$ cat config.mk
export PLATFORM = sky130hd
export DESIGN_NAME = lru_page_replacement_top
export DESIGN_NICKNAME = d
export VERILOG_FILES = /design/src/hdl/lrupr_pkg.sv /design/src/hdl/lrupr_cell.sv /design/src/hdl/lru_page_replacement_top.sv
export SDC_FILE = /design/constraint.sdc
export NUM_CORES = 2
export LEC_CHECK = 0
export ABC_CLOCK_PERIOD_IN_PS = 5000
export BUFFER_PORTS_ARGS = -buffer_cell sky130_fd_sc_hd__buf_2
export CAP_MARGIN = 40
export CORE_MARGIN = 4
export CORE_UTILIZATION = 25
export CTS_CLUSTER_DIAMETER = 80
export CTS_CLUSTER_SIZE = 10
export DETAILED_ROUTE_END_ITERATION = 7
export PLACE_DENSITY_LB_ADDON = 0.2
export SLEW_MARGIN = 30
export SYNTH_ARGS = -nofsm -noshare
export SYNTH_HDL_FRONTEND = slang
export SYNTH_SLANG_ARGS = --single-unit
$ cat constraint.sdc
create_clock -name aclk -period 5 [get_ports aclk]
set_input_delay 0.25 -clock aclk [delete_from_list [all_inputs] [get_ports aclk]]
set_output_delay 0.25 -clock aclk [all_outputs]
set_load 0.03 [all_outputs]
$ cat src/hdl/lrupr_pkg.sv
// shared constants and control types of the lru page replacement block
`timescale 1ns / 1ps

package lrupr_pkg;

    localparam int FRAMES_DEF    = 16;
    localparam int PAGE_BITS_DEF = 16;

    localparam int NUM_FRAMES_W  = 5;
    localparam logic [NUM_FRAMES_W-1:0] NUM_FRAMES_RST = 5'd16;

    localparam int COUNT_W       = 32;
    localparam logic [COUNT_W-1:0] COUNT_MAX = '1;
    localparam int FRAME_INDEX_W = 4;

    localparam int APB_ADDR_W = 3;
    localparam int APB_DATA_W = 32;
    // register index taken from the word address bit
    localparam logic REG_NUM_FRAMES = 1'b0;

    localparam logic CMD_ACCESS = 1'b0;
    localparam logic CMD_CLEAR  = 1'b1;

    // status travelling along the cell chain with the search token
    typedef struct packed {
        logic tok;
        logic hit_found;
        logic empty_found;
    } chain_flags_t;

    // update broadcast to every cell when a transaction completes
    typedef struct packed {
        logic apply;
        logic clear;
        logic fill;
    } upd_ctrl_t;

endpackage

$ cat src/hdl/lrupr_cell.sv
// one frame cell: page, valid and recency rank, plus its stage of the search chain
`timescale 1ns / 1ps

module lrupr_cell
    import lrupr_pkg::*;
#(
    parameter int FRAMES    = FRAMES_DEF,
    parameter int PAGE_BITS = PAGE_BITS_DEF,
    parameter int IDX_W     = (FRAMES > 1) ? $clog2(FRAMES) : 1,
    parameter int CELL_IDX  = 0
) (
    input  logic                 aclk,
    input  logic                 aresetn,
    input  logic                 in_use,
    input  logic [PAGE_BITS-1:0] lookup_page,
    input  chain_flags_t         flags_in,
    input  logic [IDX_W-1:0]     hit_idx_in,
    input  logic [IDX_W-1:0]     hit_rank_in,
    input  logic [IDX_W-1:0]     empty_idx_in,
    input  logic [IDX_W-1:0]     empty_rank_in,
    input  logic [IDX_W-1:0]     lru_idx_in,
    input  logic [IDX_W-1:0]     lru_rank_in,
    input  logic [PAGE_BITS-1:0] lru_page_in,
    input  upd_ctrl_t            upd,
    input  logic [IDX_W-1:0]     upd_idx,
    input  logic [IDX_W-1:0]     upd_rank_old,
    input  logic [PAGE_BITS-1:0] upd_page,
    output chain_flags_t         flags_out,
    output logic [IDX_W-1:0]     hit_idx_out,
    output logic [IDX_W-1:0]     hit_rank_out,
    output logic [IDX_W-1:0]     empty_idx_out,
    output logic [IDX_W-1:0]     empty_rank_out,
    output logic [IDX_W-1:0]     lru_idx_out,
    output logic [IDX_W-1:0]     lru_rank_out,
    output logic [PAGE_BITS-1:0] lru_page_out
);

    localparam logic [IDX_W-1:0] MY_IDX   = IDX_W'(CELL_IDX);
    localparam logic [IDX_W-1:0] TOP_RANK = IDX_W'(FRAMES - 1);
    localparam bit               FIRST    = (CELL_IDX == 0);

    logic [PAGE_BITS-1:0] page_reg;
    logic                 valid_reg;
    logic [IDX_W-1:0]     rank_reg;

    chain_flags_t         flags_reg, flags_next;
    logic [IDX_W-1:0]     hit_idx_reg, hit_idx_next;
    logic [IDX_W-1:0]     hit_rank_reg, hit_rank_next;
    logic [IDX_W-1:0]     empty_idx_reg, empty_idx_next;
    logic [IDX_W-1:0]     empty_rank_reg, empty_rank_next;
    logic [IDX_W-1:0]     lru_idx_reg, lru_idx_next;
    logic [IDX_W-1:0]     lru_rank_reg, lru_rank_next;
    logic [PAGE_BITS-1:0] lru_page_reg, lru_page_next;

    logic take_hit, take_empty, take_lru;

    always_comb begin
        take_hit   = in_use && !flags_in.hit_found && valid_reg && (page_reg == lookup_page);
        take_empty = in_use && !flags_in.empty_found && !valid_reg;
        // first cell always seeds the oldest-frame search
        take_lru   = in_use && (FIRST || (rank_reg < lru_rank_in));

        flags_next.tok         = flags_in.tok;
        flags_next.hit_found   = flags_in.hit_found | take_hit;
        flags_next.empty_found = flags_in.empty_found | take_empty;
        hit_idx_next    = take_hit   ? MY_IDX   : hit_idx_in;
        hit_rank_next   = take_hit   ? rank_reg : hit_rank_in;
        empty_idx_next  = take_empty ? MY_IDX   : empty_idx_in;
        empty_rank_next = take_empty ? rank_reg : empty_rank_in;
        lru_idx_next    = take_lru   ? MY_IDX   : lru_idx_in;
        lru_rank_next   = take_lru   ? rank_reg : lru_rank_in;
        lru_page_next   = take_lru   ? page_reg : lru_page_in;
    end

    always_ff @(posedge aclk) begin
        if (!aresetn) begin
            flags_reg <= '0;
        end else begin
            flags_reg <= flags_next;
        end
    end

    always_ff @(posedge aclk) begin
        hit_idx_reg    <= hit_idx_next;
        hit_rank_reg   <= hit_rank_next;
        empty_idx_reg  <= empty_idx_next;
        empty_rank_reg <= empty_rank_next;
        lru_idx_reg    <= lru_idx_next;
        lru_rank_reg   <= lru_rank_next;
        lru_page_reg   <= lru_page_next;
    end

    // frame state
    always_ff @(posedge aclk) begin
        if (!aresetn || upd.clear) begin
            valid_reg <= 1'b0;
            rank_reg  <= MY_IDX;
        end else if (upd.apply) begin
            if (upd_idx == MY_IDX) begin
                rank_reg <= TOP_RANK;
                if (upd.fill) begin
                    valid_reg <= 1'b1;
                end
            end else if (rank_reg > upd_rank_old) begin
                rank_reg <= rank_reg - 1'b1;
            end
        end
    end

    always_ff @(posedge aclk) begin
        if (upd.apply && upd.fill && (upd_idx == MY_IDX)) begin
            page_reg <= upd_page;
        end
    end

    assign flags_out      = flags_reg;
    assign hit_idx_out    = hit_idx_reg;
    assign hit_rank_out   = hit_rank_reg;
    assign empty_idx_out  = empty_idx_reg;
    assign empty_rank_out = empty_rank_reg;
    assign lru_idx_out    = lru_idx_reg;
    assign lru_rank_out   = lru_rank_reg;
    assign lru_page_out   = lru_page_reg;

endmodule

$ cat src/hdl/lru_page_replacement_top.sv
// top level of the lru page replacement block: control, counters, output stage, register port
`timescale 1ns / 1ps
//
//  channel     | direction | handshake                     | content
//  ------------+-----------+-------------------------------+------------------------------------
//  s_axis      | in        | s_axis_tvalid / s_axis_tready | page reference or clear command
//  m_axis      | out       | m_axis_tvalid / m_axis_tready | hit, frame, victim, running totals
//  apb         | in        | psel / penable / pready       | num_frames register
//
//  a page reference launches the search token from launch_reg, walks it through the cell registers,
//  captures the chain end in the result registers and then commits; no new transaction is taken before
//  that commit; a clear command goes straight to the commit and skips the chain walk
//  the finished result sits in an output register, so a new transaction is taken while it waits;
//  a stalled m_axis only holds the block once a second result is ready to commit
//  reset is synchronous: all frames empty, ranks in frame order, totals zero, num_frames 16

module lru_page_replacement_top
    import lrupr_pkg::*;
#(
    parameter int FRAMES    = FRAMES_DEF,
    parameter int PAGE_BITS = PAGE_BITS_DEF,
    localparam int IN_DATA_W  = ((PAGE_BITS + 7) / 8) * 8,
    localparam int OUT_DATA_W = ((FRAME_INDEX_W + PAGE_BITS + 2 * COUNT_W + 7) / 8) * 8
) (
    input  logic                  aclk,
    input  logic                  aresetn,

    input  logic                  s_axis_tvalid,
    output logic                  s_axis_tready,
    input  logic [IN_DATA_W-1:0]  s_axis_tdata,   // page
    input  logic [0:0]            s_axis_tuser,   // command

    output logic                  m_axis_tvalid,
    input  logic                  m_axis_tready,
    output logic [OUT_DATA_W-1:0] m_axis_tdata,   // frame_index, victim_page, access_total,
                                                  // miss_total
    output logic [1:0]            m_axis_tuser,   // hit, victim_valid

    input  logic                  psel,
    input  logic                  penable,
    input  logic                  pwrite,
    input  logic [APB_ADDR_W-1:0] paddr,
    input  logic [APB_DATA_W-1:0] pwdata,
    output logic [APB_DATA_W-1:0] prdata,
    output logic                  pready
);

    localparam int IDX_W = (FRAMES > 1) ? $clog2(FRAMES) : 1;

    // control states
    localparam logic [1:0] ST_IDLE   = 2'd0;
    localparam logic [1:0] ST_SEARCH = 2'd1;
    localparam logic [1:0] ST_FINISH = 2'd2;

    logic [1:0]              state_reg, state_next;
    logic [NUM_FRAMES_W-1:0] num_frames_reg;

    // held transaction
    logic                 cmd_reg;
    logic [PAGE_BITS-1:0] page_reg;
    logic                 launch_reg;

    // captured search result
    logic                 res_hit_reg, res_empty_reg;
    logic [IDX_W-1:0]     res_hit_idx_reg, res_hit_rank_reg;
    logic [IDX_W-1:0]     res_empty_idx_reg, res_empty_rank_reg;
    logic [IDX_W-1:0]     res_lru_idx_reg, res_lru_rank_reg;
    logic [PAGE_BITS-1:0] res_lru_page_reg;

    logic [COUNT_W-1:0] access_reg, access_next;
    logic [COUNT_W-1:0] miss_reg, miss_next;

    // output stage
    logic                  m_valid_reg;
    logic [OUT_DATA_W-1:0] m_data_reg, m_data_next;
    logic [1:0]            m_user_reg, m_user_next;

    logic s_accept, commit, is_clear, victim, cfg_write;

    upd_ctrl_t            upd;
    logic [IDX_W-1:0]     upd_idx, upd_rank_old;
    logic [PAGE_BITS-1:0] victim_page;
    logic [IDX_W+FRAME_INDEX_W-1:0] idx_ext;

    // chain taps: entry g feeds cell g, entry FRAMES is the chain end
    chain_flags_t         ch_flags    [FRAMES+1];
    logic [IDX_W-1:0]     ch_hit_idx  [FRAMES+1];
    logic [IDX_W-1:0]     ch_hit_rank [FRAMES+1];
    logic [IDX_W-1:0]     ch_emp_idx  [FRAMES+1];
    logic [IDX_W-1:0]     ch_emp_rank [FRAMES+1];
    logic [IDX_W-1:0]     ch_lru_idx  [FRAMES+1];
    logic [IDX_W-1:0]     ch_lru_rank [FRAMES+1];
    logic [PAGE_BITS-1:0] ch_lru_page [FRAMES+1];
    logic [FRAMES-1:0]    tok_vec;

    // chain head: token plus empty status
    assign ch_flags[0]    = '{tok: launch_reg, hit_found: 1'b0, empty_found: 1'b0};
    assign ch_hit_idx[0]  = '0;
    assign ch_hit_rank[0] = '0;
    assign ch_emp_idx[0]  = '0;
    assign ch_emp_rank[0] = '0;
    assign ch_lru_idx[0]  = '0;
    assign ch_lru_rank[0] = '0;
    assign ch_lru_page[0] = '0;

    for (genvar g = 0; g < FRAMES; g++) begin : g_cell
        logic in_use;
        // a count of zero still uses the first frame, a count of FRAMES or more uses them all
        assign in_use = (g == 0) || (32'(g) < 32'(num_frames_reg));
        assign tok_vec[g] = ch_flags[g+1].tok;

        lrupr_cell #(
            .FRAMES    (FRAMES),
            .PAGE_BITS (PAGE_BITS),
            .IDX_W     (IDX_W),
            .CELL_IDX  (g)
        ) u_cell (
            .aclk           (aclk),
            .aresetn        (aresetn),
            .in_use         (in_use),
            .lookup_page    (page_reg),
            .flags_in       (ch_flags[g]),
            .hit_idx_in     (ch_hit_idx[g]),
            .hit_rank_in    (ch_hit_rank[g]),
            .empty_idx_in   (ch_emp_idx[g]),
            .empty_rank_in  (ch_emp_rank[g]),
            .lru_idx_in     (ch_lru_idx[g]),
            .lru_rank_in    (ch_lru_rank[g]),
            .lru_page_in    (ch_lru_page[g]),
            .upd            (upd),
            .upd_idx        (upd_idx),
            .upd_rank_old   (upd_rank_old),
            .upd_page       (page_reg),
            .flags_out      (ch_flags[g+1]),
            .hit_idx_out    (ch_hit_idx[g+1]),
            .hit_rank_out   (ch_hit_rank[g+1]),
            .empty_idx_out  (ch_emp_idx[g+1]),
            .empty_rank_out (ch_emp_rank[g+1]),
            .lru_idx_out    (ch_lru_idx[g+1]),
            .lru_rank_out   (ch_lru_rank[g+1]),
            .lru_page_out   (ch_lru_page[g+1])
        );
    end

    // handshakes
    assign s_axis_tready = (state_reg == ST_IDLE);
    assign s_accept      = s_axis_tvalid && s_axis_tready;
    assign commit        = (state_reg == ST_FINISH) && (!m_valid_reg || m_axis_tready);

    // commit decision: hit frame, else first empty frame, else oldest frame
    always_comb begin
        is_clear = (cmd_reg == CMD_CLEAR);
        victim   = !res_hit_reg && !res_empty_reg;
        priority if (res_hit_reg) begin
            upd_idx      = res_hit_idx_reg;
            upd_rank_old = res_hit_rank_reg;
        end else if (res_empty_reg) begin
            upd_idx      = res_empty_idx_reg;
            upd_rank_old = res_empty_rank_reg;
        end else begin
            upd_idx      = res_lru_idx_reg;
            upd_rank_old = res_lru_rank_reg;
        end
        upd.apply = commit && !is_clear;
        upd.clear = commit && is_clear;
        upd.fill  = !res_hit_reg;

        victim_page = victim ? res_lru_page_reg : '0;

        if (is_clear) begin
            access_next = '0;
            miss_next   = '0;
        end else begin
            access_next = (access_reg == COUNT_MAX) ? access_reg : access_reg + 1'b1;
            miss_next   = (res_hit_reg || (miss_reg == COUNT_MAX)) ? miss_reg
                                                                   : miss_reg + 1'b1;
        end

        // frame index reported modulo 16
        idx_ext = (IDX_W + FRAME_INDEX_W)'(upd_idx);
        if (is_clear) begin
            m_data_next = '0;
            m_user_next = '0;
        end else begin
            m_data_next = OUT_DATA_W'({miss_next, access_next, victim_page,
                                       idx_ext[FRAME_INDEX_W-1:0]});
            m_user_next = {victim, res_hit_reg};
        end
    end

    // sequencer
    always_comb begin
        state_next = state_reg;
        unique case (state_reg)
            ST_IDLE: begin
                if (s_accept) begin
                    state_next = (s_axis_tuser[0] == CMD_CLEAR) ? ST_FINISH : ST_SEARCH;
                end
            end
            ST_SEARCH: begin
                if (ch_flags[FRAMES].tok) begin
                    state_next = ST_FINISH;
                end
            end
            ST_FINISH: begin
                if (commit) begin
                    state_next = ST_IDLE;
                end
            end
            default: state_next = ST_IDLE;
        endcase
    end

    always_ff @(posedge aclk) begin
        if (!aresetn) begin
            state_reg  <= ST_IDLE;
            launch_reg <= 1'b0;
        end else begin
            state_reg  <= state_next;
            launch_reg <= s_accept && (s_axis_tuser[0] == CMD_ACCESS);
        end
    end

    always_ff @(posedge aclk) begin
        if (s_accept) begin
            cmd_reg  <= s_axis_tuser[0];
            page_reg <= s_axis_tdata[PAGE_BITS-1:0];
        end
    end

    // capture the chain end once the token arrives
    always_ff @(posedge aclk) begin
        if ((state_reg == ST_SEARCH) && ch_flags[FRAMES].tok) begin
            res_hit_reg        <= ch_flags[FRAMES].hit_found;
            res_empty_reg      <= ch_flags[FRAMES].empty_found;
            res_hit_idx_reg    <= ch_hit_idx[FRAMES];
            res_hit_rank_reg   <= ch_hit_rank[FRAMES];
            res_empty_idx_reg  <= ch_emp_idx[FRAMES];
            res_empty_rank_reg <= ch_emp_rank[FRAMES];
            res_lru_idx_reg    <= ch_lru_idx[FRAMES];
            res_lru_rank_reg   <= ch_lru_rank[FRAMES];
            res_lru_page_reg   <= ch_lru_page[FRAMES];
        end
    end

    // running totals
    always_ff @(posedge aclk) begin
        if (!aresetn) begin
            access_reg <= '0;
            miss_reg   <= '0;
        end else if (commit) begin
            access_reg <= access_next;
            miss_reg   <= miss_next;
        end
    end

    // output register
    always_ff @(posedge aclk) begin
        if (!aresetn) begin
            m_valid_reg <= 1'b0;
        end else if (commit) begin
            m_valid_reg <= 1'b1;
        end else if (m_axis_tready) begin
            m_valid_reg <= 1'b0;
        end
    end

    always_ff @(posedge aclk) begin
        if (commit) begin
            m_data_reg <= m_data_next;
            m_user_reg <= m_user_next;
        end
    end

    assign m_axis_tvalid = m_valid_reg;
    assign m_axis_tdata  = m_data_reg;
    assign m_axis_tuser  = m_user_reg;

    // register port
    assign pready    = 1'b1;
    assign cfg_write = psel && penable && pwrite && pready && (paddr[2] == REG_NUM_FRAMES);

    always_ff @(posedge aclk) begin
        if (!aresetn) begin
            num_frames_reg <= NUM_FRAMES_RST;
        end else if (cfg_write) begin
            num_frames_reg <= pwdata[NUM_FRAMES_W-1:0];
        end
    end

    assign prdata = (paddr[2] == REG_NUM_FRAMES) ? APB_DATA_W'(num_frames_reg) : '0;

    // checks
    a_single_token: assert property (@(posedge aclk) disable iff (!aresetn)
        $onehot0(tok_vec))
        else $error("more than one search token in the cell chain");

    a_idle_chain_empty: assert property (@(posedge aclk) disable iff (!aresetn)
        (state_reg == ST_IDLE) |-> (tok_vec == '0) && !launch_reg)
        else $error("search token alive while idle");

    a_hit_no_victim: assert property (@(posedge aclk) disable iff (!aresetn)
        m_axis_tvalid && m_axis_tuser[0] |-> !m_axis_tuser[1])
        else $error("hit reported together with an eviction");

    a_miss_le_access: assert property (@(posedge aclk) disable iff (!aresetn)
        commit |-> (miss_next <= access_next))
        else $error("miss total exceeds access total");

    a_commit_shows: assert property (@(posedge aclk) disable iff (!aresetn)
        commit |=> m_axis_tvalid)
        else $error("committed result not presented");

endmodule
==> flow_metrics.tcl <==
set metrics [dict create \
    status "finished clean" \
    drive_above_1_share_pct 22.3 \
    cap_viol_max_count 0 \
    numCtsBuffers 138 \
    grt_pass1_wl_mm 180 \
    stdcell_count 6575 \
    finalSetupViolations 0 \
    min_to "num_frames_reg[4]" \
    ys.flop_type "dfxtp_1" \
    slew_headroom_pct 40.2 \
    report.final.slew_viol_count 0 \
    synth-seq-area-share_pct 59.9 \
    clkLatencyLatePin_ns 0.74 \
    synth_edf_count 401 \
    synth_warnings 0 \
    final_net_count 4194 \
    start_util_pct 25.2 \
    power_density_nw_per_um2 410 \
    synth_cell_types 77 \
    yosysTopAreaCell "dfxtp_1" \
    seq_power_share_pct 49.8 \
    routabilityCongestion 0.778 \
    synthTopCellsByCount "dfxtp_1, edfxtp_1, mux2_2, nor2_1, xor2_1" \
    vdd_ir_drop_max_mv 0.312 \
    antenna_cells 0 \
    cts_tree "done" \
    final_hold_viol_count 0 \
    antenna_found_initial 1 \
    cts_root_buffer "clkbuf_16" \
    finClkSkew_ns 0.0283 \
    area_delta_synth_final_pct 17.5 \
    cp_slowest_stage_delay_ns 0.79 \
    swShare_pct 23.5 \
    dp_hpwl_mm 84.4 \
    min_from "pwrite" \
    rsz0062_at_grt "false" \
    postSynthCellCount 3784 \
    clockPowerShare_pct 41.1 \
    synth_area_leaders "dfxtp_1, edfxtp_1, mux2_2" \
    io_buffers 122 \
    r2r_end "g_cell[3].u_cell.page_reg[2]" \
    die_area_um2 194000 \
    fill_cells 18985 \
    viasPerCell 4.30 \
    fmax_mhz 269 \
    internal_power_w 0.0172 \
    ff2ff_path_depth 8 \
    final_cell_area_um2 54900 \
    avgSynthCellArea_um2 12.3 \
    io_pins 184 \
    track_usage_pct 12.1 \
    crit_fanout 17 \
    cts.sinks 1197 \
    switching_power_w 0.00528 \
    async_flop_share_pct 0 \
    grt_max_degree 72 \
    tns_ns 0 \
    start_kind "register" \
    cts_max_level 4 \
    synth_most_common_cell "dfxtp_1" \
    worst_path_max_delay_cell "edfxtp_1" \
    wire_per_inst_um 18.0 \
    hold_class "input port to register" \
    p_leak_nw 20.1 \
    fin_crit_ns 3.72 \
    die_w_um 440 \
    fin_crit_sh_pct 74.3 \
    dp_slack_ns 1.26 \
    clk_pin_slew_ns 0.06 \
    worst_slack_ns 1.28 \
    clockBufferDepth 3 \
    cpMostUsedCell "buf_4" \
    cp-end-kind "register" \
    r2r_start "res_hit_reg" \
    vias 28256 \
    dr.pass1.iters 6 \
    rows 158 \
    required_ns 5.41 \
    power_frac_comb_pct 9.1 \
    place_area_um2 50600 \
    worstPathArrival_ns 4.13 \
    dp.cells 6322 \
    drt_wl_total_mm 118 \
    first_global_vias 29228 \
    postCtsSetupBuffers 0 \
    worstSetupPathType "register to register" \
    ant_nets 0 \
    overflow 0 \
    syn_area_um2 46700 \
    drt_iter0_drc 1640 \
    ys_ff_latch 1197 \
    holdWs_ns 0.0768 \
    worstMarginPinSlew_ns 0.889 \
    whs_path_depth 4 \
    path_cells "buf_4 > nand2_1 > o21a_1 > nor3_1 > buf_4 > nand2_1 > nor2_1 > buf_4" \
    die_h_um 440 \
    placeableCoreArea_um2 186000 \
    drc_errors 0 \
    synth_top_area_share_pct 34.1 \
    reg2reg_slack_ns 1.28 \
]
critical path, delay by kind of cell, from the launching register on:
kind / cells / cell delay, ns
simple gates: 4 / 1.33
buf+inv: 3 / 0.89
flops: 1 / 0.79
compound gates: 1 / 0.35
cell usage in the layout, fill, tap and decap left out, types with 89 or more instances in the layout:
master     count
buf_4         89
dfxtp_1      796
inv_1        110
o21ai_0      100
mux2_2       392
buf_2        126
ha_1         127
nand2_1      122
a21oi_1      115
edfxtp_1     401
xor2_1       174
nor2_1       206
clkbuf_16    141
xnor2_1      158
timing repair:
| item | CTS | global route |
|---|---|---|
| hold endpoints to repair | 26 | 0 |
| hold buffers | 24 | 0 |
| gates resized for setup | 0 | 0 |
| setup endpoints to repair | 0 | 0 |
final cells by class:
cell class | instances | area (µm²) | area share (%)
Clock buffer | 216 | 3840 | 7.00
Clock inverter | 11 | 199 | 0.362
Inverter | 112 | 423 | 0.771
Multi-Input combinational cell | 2306 | 17600 | 32.1
Sequential cell | 1197 | 28000 | 51.0
Tap cell | 2480 | 3100 | 5.65
Timing Repair Buffer | 253 | 1750 | 3.19
through the flow:
step	power, W	utilization [%]
after detailed placement	0.0135	27.3
after CTS	0.0230	29.6
after global routing	0.0236	29.6
after floorplan	0.0128	-
final	0.0225	29.6
after global placement	0.0135	27.1
power by group through the flow:
stage	combinational [W]	clock, W	sequential [W]
finish	0.00206	0.00925	0.0112
global route	0.00228	0.0100	0.0113
CTS	0.00211	0.00964	0.0112
detailed placement	0.00208	0	0.0114
global placement	0.00207	0	0.0114
floorplan	0.00148	0	0.0113
how the worst max path moves through the flow:
| stage | start | endpoint | cells after the start |
|---|---|---|---|
| 6_report | res_hit_reg | g_cell[3].u_cell.page_reg[2] | 8 |
| 5_1_grt | res_hit_reg | g_cell[3].u_cell.page_reg[1] | 8 |
| 4_1_cts | res_empty_reg | g_cell[3].u_cell.page_reg[7] | 7 |
| 3_5_place_dp | res_empty_reg | g_cell[3].u_cell.page_reg[4] | 7 |
| 3_3_place_gp | res_hit_reg | g_cell[3].u_cell.page_reg[4] | 8 |
| 2_1_floorplan | state_reg[1] | access_reg[1] | 7 |
kinds of logic (layout without fill, tap and decap cells):
| group | count (synthesis) | after routing | share of synthesized area (%) |
|---|---|---|---|
| AO/OA/AOI/OAI | 436 | 436 | 5.98 |
| multiplexers | 420 | 420 | 10.1 |
| flip-flops | 1197 | 1197 | 59.9 |
| XOR/XNOR | 332 | 332 | 6.23 |
| AND/OR/NAND/NOR | 959 | 959 | 11.4 |
| buffers and inverters | 311 | 592 | 3.05 |
| adder cells (fa/ha/maj) | 127 | 127 | 3.40 |
| other | 2 | 32 | 0.0161 |
layer usage:
metal | routed length, µm | up-vias | GRT usage, %
li1 | - | 13818 | -
met1 | 59200 | 13704 | 17.3
met2 | 51300 | 549 | 18.5
met3 | 4760 | 185 | 2.06
met4 | 3040 | 0 | 3.70
met5 | 0 | - | 0
Note: power is estimated with default switching activity, not from simulation.
